$ cat config.mk
export PLATFORM = sky130hd
export DESIGN_NAME = seven_segment_scan_driver_top
export DESIGN_NICKNAME = d
export VERILOG_FILES = /design/src/rtl/core/ssd_pkg.sv /design/src/rtl/core/ssd_decimal.sv /design/src/rtl/core/ssd_pattern.sv /design/src/rtl/core/seven_segment_scan_driver_top.sv
export SDC_FILE = /design/constraint.sdc
export NUM_CORES = 1
export LEC_CHECK = 0
export BUFFER_PORTS_ARGS = -buffer_cell sky130_fd_sc_hd__buf_2
export CORE_MARGIN = 2
export CORE_UTILIZATION = 67
export CTS_CLUSTER_SIZE = 12
export DETAILED_ROUTE_END_ITERATION = 8
export PLACE_DENSITY = 0.87
export SYNTH_ARGS = -nofsm -noshare
export SYNTH_HDL_FRONTEND = slang
export SYNTH_HIERARCHICAL = 1
export SYNTH_SLANG_ARGS = --single-unit
$ cat constraint.sdc
create_clock -name clk -period 16.8 [get_ports clk]
set_input_delay 1.68 -clock clk [delete_from_list [all_inputs] [get_ports clk]]
set_output_delay 1.68 -clock clk [all_outputs]
set_load 0.01 [all_outputs]
$ cat src/rtl/core/ssd_pkg.sv
`timescale 1ns / 1ps
`default_nettype none

package ssd_pkg;

  // Input item: one scan tick
  typedef struct packed {
    logic [7:0] shown_value;
    logic [1:0] display_mode;
  } ssd_in_t;

  // Result item: one driven digit
  typedef struct packed {
    logic [7:0] segments;
    logic [3:0] digit_enable;
  } ssd_out_t;

  typedef enum logic [1:0] {
    MODE_UDEC = 2'd0,
    MODE_HEX  = 2'd1,
    MODE_SDEC = 2'd2,
    MODE_BIN  = 2'd3
  } ssd_mode_t;

  // Scan positions, units digit on the right
  localparam logic [1:0] POS_UNITS    = 2'd0;
  localparam logic [1:0] POS_TENS     = 2'd1;
  localparam logic [1:0] POS_HUNDREDS = 2'd2;
  localparam logic [1:0] POS_TOP      = 2'd3;

  localparam logic [7:0] SEG_DP    = 8'h80;
  localparam logic [7:0] SEG_H     = 8'h3B;
  localparam logic [7:0] SEG_MINUS = 8'h01;
  localparam logic [7:0] SEG_BLANK = 8'h00;

  function automatic logic [7:0] glyph(input logic [3:0] d);
    logic [7:0] g;
    case (d)
      4'h0: g = 8'h7E;
      4'h1: g = 8'h12;
      4'h2: g = 8'h5D;
      4'h3: g = 8'h57;
      4'h4: g = 8'h33;
      4'h5: g = 8'h67;
      4'h6: g = 8'h6F;
      4'h7: g = 8'h52;
      4'h8: g = 8'h7F;
      4'h9: g = 8'h77;
      4'hA: g = 8'h7B;
      4'hB: g = 8'h2F;
      4'hC: g = 8'h6C;
      4'hD: g = 8'h1F;
      4'hE: g = 8'h6D;
      4'hF: g = 8'h69;
      default: g = SEG_BLANK;
    endcase
    return g;
  endfunction

  function automatic logic [7:0] pair_glyph(input logic [1:0] b);
    logic [7:0] g;
    case (b)
      2'd0: g = 8'h00;
      2'd1: g = 8'h12;
      2'd2: g = 8'h28;
      2'd3: g = 8'h3A;
      default: g = SEG_BLANK;
    endcase
    return g;
  endfunction

endpackage

`default_nettype wire

$ cat src/rtl/core/ssd_decimal.sv
`timescale 1ns / 1ps
`default_nettype none

// Splits a byte into three decimal glyphs, leading zeros blanked.
module ssd_decimal (
  input  logic [7:0] mag,
  output logic [7:0] seg_units,
  output logic [7:0] seg_tens,
  output logic [7:0] seg_hund
);
  import ssd_pkg::*;

  logic [1:0]  hund;
  logic [6:0]  rem;
  logic [14:0] prod;
  logic [3:0]  tens;
  logic [6:0]  tens_x10;
  logic [6:0]  units_w;

  always_comb begin
    if (mag >= 8'd200) begin
      hund = 2'd2;
      rem  = 7'(mag - 8'd200);
    end else if (mag >= 8'd100) begin
      hund = 2'd1;
      rem  = 7'(mag - 8'd100);
    end else begin
      hund = 2'd0;
      rem  = mag[6:0];
    end
  end

  // rem / 10 as rem * 205 >> 11, exact for rem below 100
  assign prod     = 15'(rem) * 15'd205;
  assign tens     = prod[14:11];
  assign tens_x10 = 7'({tens, 3'b000}) + 7'({tens, 1'b0});
  assign units_w  = rem - tens_x10;

  assign seg_units = glyph(units_w[3:0]);
  assign seg_tens  = (mag < 8'd10)  ? SEG_BLANK : glyph(tens);
  assign seg_hund  = (mag < 8'd100) ? SEG_BLANK : glyph({2'b00, hund});

endmodule

`default_nettype wire

$ cat src/rtl/core/ssd_pattern.sv
`timescale 1ns / 1ps
`default_nettype none

// Segment pattern and cathode select for one tick at one scan position.
module ssd_pattern (
  input  ssd_pkg::ssd_in_t  item,
  input  logic [1:0]        pos,
  output ssd_pkg::ssd_out_t result
);
  import ssd_pkg::*;

  logic       neg;
  logic [7:0] mag;
  logic [7:0] seg_units;
  logic [7:0] seg_tens;
  logic [7:0] seg_hund;
  logic [7:0] dec_seg;
  logic [1:0] pair_bits;
  logic [7:0] seg;

  // Two's complement magnitude only in signed mode; -128 maps to 128
  assign neg = (ssd_mode_t'(item.display_mode) == MODE_SDEC) && item.shown_value[7];
  assign mag = neg ? 8'(-item.shown_value) : item.shown_value;

  ssd_decimal u_dec (
    .mag       (mag),
    .seg_units (seg_units),
    .seg_tens  (seg_tens),
    .seg_hund  (seg_hund)
  );

  always_comb begin
    case (pos)
      POS_UNITS:    dec_seg = seg_units;
      POS_TENS:     dec_seg = seg_tens;
      POS_HUNDREDS: dec_seg = seg_hund;
      default:      dec_seg = SEG_BLANK;
    endcase
  end

  always_comb begin
    case (pos)
      POS_UNITS:    pair_bits = item.shown_value[1:0];
      POS_TENS:     pair_bits = item.shown_value[3:2];
      POS_HUNDREDS: pair_bits = item.shown_value[5:4];
      default:      pair_bits = item.shown_value[7:6];
    endcase
  end

  always_comb begin
    case (ssd_mode_t'(item.display_mode))
      MODE_BIN: seg = pair_glyph(pair_bits);
      MODE_HEX: begin
        case (pos)
          POS_TOP:      seg = SEG_H;
          POS_HUNDREDS: seg = SEG_BLANK;
          POS_TENS:     seg = glyph(item.shown_value[7:4]);
          default:      seg = glyph(item.shown_value[3:0]);
        endcase
      end
      MODE_SDEC: begin
        case (pos)
          POS_TOP:   seg = neg ? SEG_MINUS : SEG_BLANK;
          POS_UNITS: seg = dec_seg | SEG_DP;
          default:   seg = dec_seg;
        endcase
      end
      default: seg = dec_seg;
    endcase
  end

  assign result.segments     = seg;
  assign result.digit_enable = 4'(4'b1000 >> pos);

endmodule

`default_nettype wire

$ cat src/rtl/core/seven_segment_scan_driver_top.sv
`timescale 1ns / 1ps
`default_nettype none

// Channel  | Ports                         | Payload
// ---------+-------------------------------+-------------------------------------
// input    | in_valid, in_ready, in_data   | shown_value[7:0], display_mode[1:0]
// result   | out_valid, out_ready, out_data| segments[7:0], digit_enable[3:0]
//
// One item per cycle sustained while out_ready is high; out_valid rises when
// the item leaves the input register via pattern logic for the result register.
// Reset (rst_n low, synchronous) empties both stages and sets the scan
// position to the units digit.
// The scan position steps once per accepted input item, not per clock.
// With out_ready low the result register holds and one more item can wait in
// the input register; in_ready drops only when both are full.
module seven_segment_scan_driver_top (
  input  logic               clk,
  input  logic               rst_n,
  input  logic               in_valid,
  output logic               in_ready,
  input  ssd_pkg::ssd_in_t   in_data,
  output logic               out_valid,
  input  logic               out_ready,
  output ssd_pkg::ssd_out_t  out_data
);
  import ssd_pkg::*;

  // scan position for the next accepted item
  logic [1:0] pos_r;
  logic [1:0] pos_nxt;

  // input stage
  logic       s1_valid_r;
  logic       s1_valid_nxt;
  ssd_in_t    s1_data_r;
  logic [1:0] s1_pos_r;

  // result stage
  logic       out_valid_r;
  logic       out_valid_nxt;
  ssd_out_t   out_data_r;
  ssd_out_t   out_data_nxt;

  logic in_acc;
  logic out_free;
  logic s1_adv;

  // result register can load when empty or being drained this cycle
  assign out_free = !out_valid_r || out_ready;
  assign s1_adv   = s1_valid_r && out_free;
  assign in_ready = !s1_valid_r || out_free;
  assign in_acc   = in_valid && in_ready;

  assign pos_nxt       = in_acc ? 2'(pos_r + 2'd1) : pos_r;
  assign s1_valid_nxt  = in_ready ? in_valid : s1_valid_r;
  assign out_valid_nxt = out_free ? s1_valid_r : out_valid_r;

  ssd_pattern u_pattern (
    .item   (s1_data_r),
    .pos    (s1_pos_r),
    .result (out_data_nxt)
  );

  always_ff @(posedge clk) begin
    if (!rst_n) begin
      pos_r       <= POS_UNITS;
      s1_valid_r  <= 1'b0;
      out_valid_r <= 1'b0;
    end else begin
      pos_r       <= pos_nxt;
      s1_valid_r  <= s1_valid_nxt;
      out_valid_r <= out_valid_nxt;
    end
  end

  // payload: no reset needed
  always_ff @(posedge clk) begin
    if (in_acc) begin
      s1_data_r <= in_data;
      s1_pos_r  <= pos_r;
    end
    if (s1_adv) begin
      out_data_r <= out_data_nxt;
    end
  end

  assign out_valid = out_valid_r;
  assign out_data  = out_data_r;

endmodule

`default_nettype wire

* After elaboration in Yosys (flattened, before gate mapping) *
Memory sizes are Yosys's and may differ from the RTL's. A register that Yosys moved wholly into a read port is not among the register bits.
Cells that the tools add are included.

word-level totals
  bits in latches = 0
  logic and storage cells = 63
  output and inout bits = 14
  memories kept = 4
  input bits = 14
  bits in writable memories = 0
  bits in registers = 28
  bits in read-only memories = 448

memory list
  memory            words  bits a word  read ports  clocked after Yosys merged registers in  write ports  line           text
  (name not given)  16     7            1           1                                        0            ssd_pkg.sv:38  case (d)
  (name not given)  16     7            1           1                                        0            ssd_pkg.sv:38
  (name not given)  16     7            1           0                                        0            ssd_pkg.sv:38
  (name not given)  16     7            1           0                                        0            ssd_pkg.sv:38

cells by class
  div/mod/pow operators = 0
  magnitude comparators = 4
  eq/ne operators = 12
  reductions and logical operators = 10
  shift operators = 1
  add/sub/neg operators = 6
  bitwise gates (word level) = 0
  multipliers = 1
  muxes and demuxes = 17

operators with widths
  cell                                                                   count
  8-bit one-hot mux with 3 select lines                                  3
  8-bit one-hot mux with 4 select lines                                  2
  8-bit 2-to-1 mux                                                       3
  2-bit equality test, second input constant                             8
  8-bit one-hot mux with 2 select lines                                  1
  7-bit by 8-bit multiplier with 15-bit output, second input constant    1
  7-bit 2-to-1 mux                                                       2
  7-bit subtractor, second input constant                                2
  2-bit by 1-bit equality test with 1-bit output, second input constant  4
  8-bit by 7-bit >= comparator with 1-bit output, second input constant  1
  8-bit >= comparator, second input constant                             1
  8-bit by 4-bit < comparator with 1-bit output, second input constant   1
  8-bit by 7-bit < comparator with 1-bit output, second input constant   1
  4-bit 2-to-1 mux                                                       2
  8-bit negation                                                         1
  2-bit zero test                                                        3
  2-bit one-hot mux with 3 select lines                                  1
  4-bit adder                                                            1
  4-bit by 2-bit right shift with 4-bit output, first input constant     1
  4-bit subtractor                                                       1
  1-bit logical AND                                                      3
  2-bit by 1-bit adder with 2-bit output, second input constant          1
  1-bit zero test                                                        2
  1-bit logical OR                                                       2
  2 further kinds                                                        3

* Logic depth before layout (Yosys ltp) *
Gate-level depths: netlist of the first run.
An unclocked memory read counts as a cell.

  word-level depth = 13
  mapped depth = 38
  mapped depth without buffers = 37

* Cells and area by module *
The synthesis of the first run kept the hierarchy.

modules (own cells, without submodules)
  module                         instances  area each (um^2)  sequential area each (um^2)  cells each
  ssd_decimal                    1          2055.7            0.0                          239
  ssd_pattern                    1          1097.3            0.0                          146
  seven_segment_scan_driver_top  1          904.6             800.8                        42

* Worst setup path before layout of the first run *
Ideal clock, no wire load.

  path type = register to register
  start = register s1_data_r[2] in the netlist's numbering
  end = register out_data_r (netlist bit out_data[4]), data pin
  setup time = 265 ps
  data required time = 16535 ps
  clock period less this slack = 8763 ps
  stages on the path, launching flop included = 37
  data arrival time = 8498 ps
  path slack = 8037 ps
  path buffers = 1
  cells stage by stage = edfxtp_1 -> inv_1 -> ha_1 -> inv_1 -> o21ai_0 -> inv_1 -> ha_1 -> a2111o_1 -> and2_4 -> buf_6 -> o21bai_4 -> a21oi_1 -> a21oi_1 -> xnor2_1 -> ha_1 -> fa_1 -> ha_1 -> inv_1 -> fa_1 -> inv_1 -> ha_1 -> nand4_1 -> nor3_1 -> mux2i_4 -> a21oi_2 -> nor2_1 -> xnor2_1 -> ha_1 -> and2_1 -> or4_4 -> nand2_2 -> xnor2_4 -> mux2_2 -> a222oi_1 -> a211oi_1 -> a211oi_1 -> a211oi_1

RTL lines
  element                 line                                 text
  from (decl)             seven_segment_scan_driver_top.sv:35  ssd_in_t s1_data_r;
  from (signal assigned)  seven_segment_scan_driver_top.sv:79  s1_data_r <= in_data;
  to (signal assigned)    seven_segment_scan_driver_top.sv:83  out_data_r <= out_data_nxt;
  to (decl)               seven_segment_scan_driver_top.sv:41  ssd_out_t out_data_r;

==> flow_summary.ini, run 1 <==
[outcome]
status = complete, no violations

[logic_synthesis]
ys_seq_area_share_pct = 19.7
synth_xor_area_share_pct = 5.58
ys_top_cells_by_area = ha_1, edfxtp_1, fa_1, mux2i_1, inv_1
ys_async_sr_fraction_pct = 0
ys_ff_latch = 28
synth_edf_count = 24
synth_top_family_by_area = adder cells
synth.distinct_cells = 77
synthMuxAreaShare_pct = 6.91
synth_warnings = 6
yosys.area_share.simple_pct = 15.2
synth_area_mm2 = 0.00406
synth_ff_type = edfxtp_1
synth_commonest_cells = ha_1, inv_1, nand2_1
synthCells = 427
syn_avg_cell_area_um2 = 9.50
synth_top_area_cell = ha_1
synth_most_common_cell = ha_1
synth_fa_ha_area_share_pct = 27.1
synth_top_area_share_pct = 23.1
synth_compound_area_share_pct = 17.8

[clock_tree]
cts_setup_buffers = 0
tritoncts = built
clkTransAtPathRegs_ps = 90
ctsRootBufferMaster = clkbuf_8
cts_buffers = 3
clk_path_buf_depth = 2
cts-resized-gates = 0
hold_buffers = 0
clock_sinks = 28
ctsHtreeMaxLevel = 1
clock_latency_ps = 270

[critical_path]
path_class = flop to flop
cp.arrival_ps = 9480
cp_data_required_time_ps = 16830
cpPeakStageDelay_ps = 590
worstPathMaxFanout = 11
worstReg2RegStart = s1_data_r[2]$_DFFE_PP_
ff2ff_path_depth = 35
cp_slowest_cell = edfxtp_1
start_kind = flop
rr_endpoint = out_data[4]$_DFFE_PP_
r2r_slack_ps = 7350
end_kind = flop
worst_path_most_repeated_cell = ha_1

[drt]
via_per_inst = 6.40
via_count = 3288
wl_per_cell_um = 16.8
wl_met2_mm = 4.10
wl_met3_um = 574
ant_nets = 0
drt_iter0_drc = 428
wl_mm = 8.63
met1Wirelength_mm = 3.73
drt-pass1-iter-count = 6
drcViolationCount = 0
dr.max_layer_used = met4

[run]
max-cap-violations = 0

[sta]
finClkSkew_ps = 2.43
hold_violations = 0
setup_viol = 0
finalCriticalPeriod_ps = 9450
worst_pin_slew_ps = 1190
fmax_ghz = 0.106
setup_ws_ps = 7350
report.final.slew_viol_count = 0
slew_headroom_pct = 20.2
timing.final.crit_share_pct = 56.3
tns_ps = 0
rsz0062_at_grt = false

[worst_hold_path]
hold_path_depth = 0
worstHoldEndpoint = s1_pos_r[1]$_DFFE_PP_
hp-start = pos_r[1]$_SDFFE_PN0P_
min-delay-path-class = flop to flop

[global_routing]
grt_antenna_before_repair = 0
grt_pass1_wl_mm = 13.7
grt_max_degree = 19
overflow = 0
grt_pass1_vias = 2953
grt.total_usage_pct = 25.9

[floorplanning]
rows = 28
die_w_um = 81.8
num_io_pins = 28
core-area_mm2 = 0.00589
die_y_um = 81.8
dieArea_mm2 = 0.00669
initial_core_util_pct = 68.9

[layout]
layout-drive-gt1-share_pct = 14.1
num-nets-final = 537
utilization_pct = 71.8
area_growth_syn_to_layout_pct = 4.13
antennaDiodeCount = 0

[place]
routabilityCongestion = 0.923
preCtsSetupSlack_ps = 7460
port_buffers = 27
dpl.hpwl_mm = 6.67
how the worst max path moves through the flow:
stage / startpoint / to / slack [ps] / cells past startpoint
global placement: s1_data_r[2]$_DFFE_PP_ / out_data[4]$_DFFE_PP_ / 7820 / 35
CTS: s1_data_r[2]$_DFFE_PP_ / out_data[4]$_DFFE_PP_ / 7410 / 35
global route: s1_data_r[2]$_DFFE_PP_ / out_data[4]$_DFFE_PP_ / 6590 / 35
detailed placement: s1_data_r[2]$_DFFE_PP_ / out_data[4]$_DFFE_PP_ / 7460 / 35
floorplan: s1_data_r[2]$_DFFE_PP_ / out_data[4]$_DFFE_PP_ / 8040 / 36
finish: s1_data_r[2]$_DFFE_PP_ / out_data[4]$_DFFE_PP_ / 7350 / 35
critical path: cells and delay by family (launching register included):
kind / cells / cell delay (ps)
fa+ha+maj: 8 / 2750
compound gates: 10 / 2230
mux: 2 / 510
simple gates: 7 / 1250
flops: 1 / 590
xor+xnor: 4 / 1430
buf+inv: 4 / 430
per-stage QoR:
step                cell area, um2  cells  hold WS, ps
global route                  4230    514          495
global placement              4150    510          434
floorplan                     4070    430          425
CTS                           4230    514          472
finish                        4230    514          473
detailed placement            4150    510          449
placed cells by master, fill, tap and decap left out, types with 5 or more instances in the layout:
cell,instances
a31oi_1,5
ha_1,75
xor2_1,8
buf_2,27
nand3b_1,5
inv_1,39
mux2i_1,16
nor2_1,24
xnor2_1,9
nand2_1,26
fa_1,8
o21ai_0,12
nand2b_1,5
nor3_1,11
and2_1,5
a21oi_1,17
nor2b_1,6
a211oi_1,5
edfxtp_1,24
a222oi_1,10
nand3_1,7
routing by layer:
metal	GRT usage (%)	up-vias
met5	0	-
met4	6.67	0
met3	3.19	28
met2	42.8	156
met1	36.2	1527
li1	-	1577
layout make-up:
type                       count  area (um2)
sequential                    28         801
tap                           75        93.8
timing repair buffer          28         143
clock inverter                 1        30.0
clock buffer                   3        41.3
fill                         444        1660
multi-input combinational    339        2970
inverter                      40         150
state kept, by name (all words and copies together) (netlist names):
| name | flops |
|---|---|
| pos_r | 2 |
| out_data | 12 |
| out_valid | 1 |
| s1_valid_r | 1 |
| s1_data_r | 10 |
| s1_pos_r | 2 |
cell families (layout without fill, tap and decap cells):
logic type	Yosys count	count (layout)
other	1	4
AO/OA/AOI/OAI	95	95
XOR/XNOR	20	20
multiplexers	22	22
flip-flops	28	28
buffers and inverters	63	72
AND/OR/NAND/NOR	115	115
adder cells (fa/ha/maj)	83	83
Power of run 1 is not shown: default switching activity piles up to over one toggle a cycle in this logic, so the estimate is an artifact.
==> run 2: changes to the inputs <==
- CORE_UTILIZATION: 67 -> 62
- PLACE_DENSITY: 0.87 -> 0.82
- clock period: 16.8 -> 9.5 ns (I/O delays scaled with it)
==> flow_summary.ini, run 2 (synthesized netlist as in run 1, its figures left out) <==
[layout]
final_area_mm2 = 0.00433
layout-drive-gt1-share_pct = 16.8
final_cell_mix = ha_1, inv_1, buf_2, nand2_1
area_growth_syn_to_layout_pct = 6.75
antennaDiodeCount = 0
num-nets-final = 550
nFillCells = 502
final_common_cell = ha_1
largest_reg_flops = 12

[clock_tree]
ctsRootBufferMaster = clkbuf_8
hold_buffers = 0
ctsHtreeMaxLevel = 1
clk_path_buf_depth = 2
clock_sinks = 28
clkTransAtPathRegs_ps = 100
clock_latency_ps = 270
tritoncts = built
cts_buffers = 3

[worst_hold_path]
hold_path_depth = 0
min-delay-path-class = flop to flop
worstHoldEndpoint = s1_pos_r[1]$_DFFE_PP_
hp-start = pos_r[1]$_SDFFE_PN0P_

[drt]
drt-pass1-iter-count = 6
via_per_inst = 6.16
via_count = 3261
wl_per_cell_um = 16.4
wl_mm = 8.66
drt_iter0_drc = 360
ant_nets = 0
drcViolationCount = 0

[global_routing]
grt_max_degree = 19
grt_pass1_wl_mm = 14.6
overflow = 0
grt.total_usage_pct = 24.4
grt_pass1_vias = 3125
grt_antenna_before_repair = 0

[sta]
slew_headroom_pct = 34.3
rsz0062_at_grt = false
fin_hold_ws_ps = 499
setup_viol = 0
worst_pin_slew_ps = 984
fmax_ghz = 0.111
report.final.slew_viol_count = 0
hold_violations = 0
finalCriticalPeriod_ps = 8990
finClkSkew_ps = 9.18
tns_ps = 0
timing.final.crit_share_pct = 94.6

[critical_path]
ff2ff_path_depth = 36
cpPeakStageDelay_ps = 500
start_kind = flop
cp_data_required_time_ps = 9530
worst_path_most_repeated_cell = ha_1
path_class = flop to flop
cp_slowest_cell = or4_4
cp.arrival_ps = 9010
end_kind = flop
worstPathMaxFanout = 9
worstReg2RegStart = s1_data_r[3]$_DFFE_PP_
r2r_slack_ps = 510
rr_endpoint = out_data[4]$_DFFE_PP_

[floorplanning]
rows = 29
die_y_um = 84.9
num_io_pins = 28
dieArea_mm2 = 0.00721
initial_core_util_pct = 63.9
core-area_mm2 = 0.00635
die_w_um = 84.9

[place]
dpl_cell_area_mm2 = 0.00419
routabilityCongestion = 0.947
dpl.hpwl_mm = 6.79
port_buffers = 27

[run]
max-cap-violations = 0

[outcome]
status = complete, no violations
[run 2: changes by cell type in the layout (fill, tap and decap cells not counted), sizes merged]
cell | previous run | this run
buf | 28 | 41
[run 2: layout make-up]
| type | count | area [um2] | share of cell area, % |
|---|---|---|---|
| Clock buffer | 3 | 41.3 | 0.953 |
| Clock inverter | 1 | 30.0 | 0.693 |
| Inverter | 40 | 150 | 3.47 |
| Timing Repair Buffer | 41 | 240 | 5.55 |
| Multi-Input combinational cell | 339 | 2970 | 68.6 |
| Sequential cell | 28 | 801 | 18.5 |
| Tap cell | 77 | 96.3 | 2.22 |
[run 2: worst max-delay path, delay by kind of cell (launching register included)]
kind / cells / cell delay [ps]
xor+xnor: 4 / 900
simple gates: 8 / 1820
mux: 2 / 530
compound gates: 9 / 1830
fa+ha+maj: 8 / 2670
flops: 1 / 470
buf+inv: 5 / 520
[run 2: how the worst max path moves through the flow]
stage,start,end,slack [ps],depth (start not counted)
5_1_grt,s1_data_r[3]$_DFFE_PP_,out_data[4]$_DFFE_PP_,10,34
3_3_place_gp,s1_data_r[3]$_DFFE_PP_,out_data[4]$_DFFE_PP_,720,36
3_5_place_dp,s1_data_r[3]$_DFFE_PP_,out_data[4]$_DFFE_PP_,390,36
6_report,s1_data_r[3]$_DFFE_PP_,out_data[4]$_DFFE_PP_,510,36
2_1_floorplan,s1_data_r[2]$_DFFE_PP_,out_data[4]$_DFFE_PP_,740,36
4_1_cts,s1_data_r[3]$_DFFE_PP_,out_data[4]$_DFFE_PP_,360,36
[run 2: per-layer routing]
layer | global-route usage, % | vias up | wire length (um)
met3 | 1.85 | 12 | 372
met2 | 43.3 | 100 | 4430
met5 | 0 | - | 0
met1 | 32.3 | 1541 | 3740
li1 | - | 1608 | -
met4 | 6.06 | 0 | 110
[run 2: repair_timing]
| item | CTS | global route |
|---|---|---|
| buffers inserted | 0 | 8 |
| endpoints found under the hold margin | 0 | 0 |
| setup endpoints to repair | 0 | 2 |
| resized for setup | 0 | 2 |
[run 2: metrics by stage]
stage | cells | utilization (%) | setup slack [ps]
2_1_floorplan | 430 | - | 737
3_3_place_gp | 517 | 66.0 | 722
3_5_place_dp | 517 | 66.0 | 386
4_1_cts | 521 | 67.1 | 364
5_1_grt | 529 | 68.2 | 11.3
6_report | 529 | 68.2 | 514
Power of run 2 is left out for the same reason.
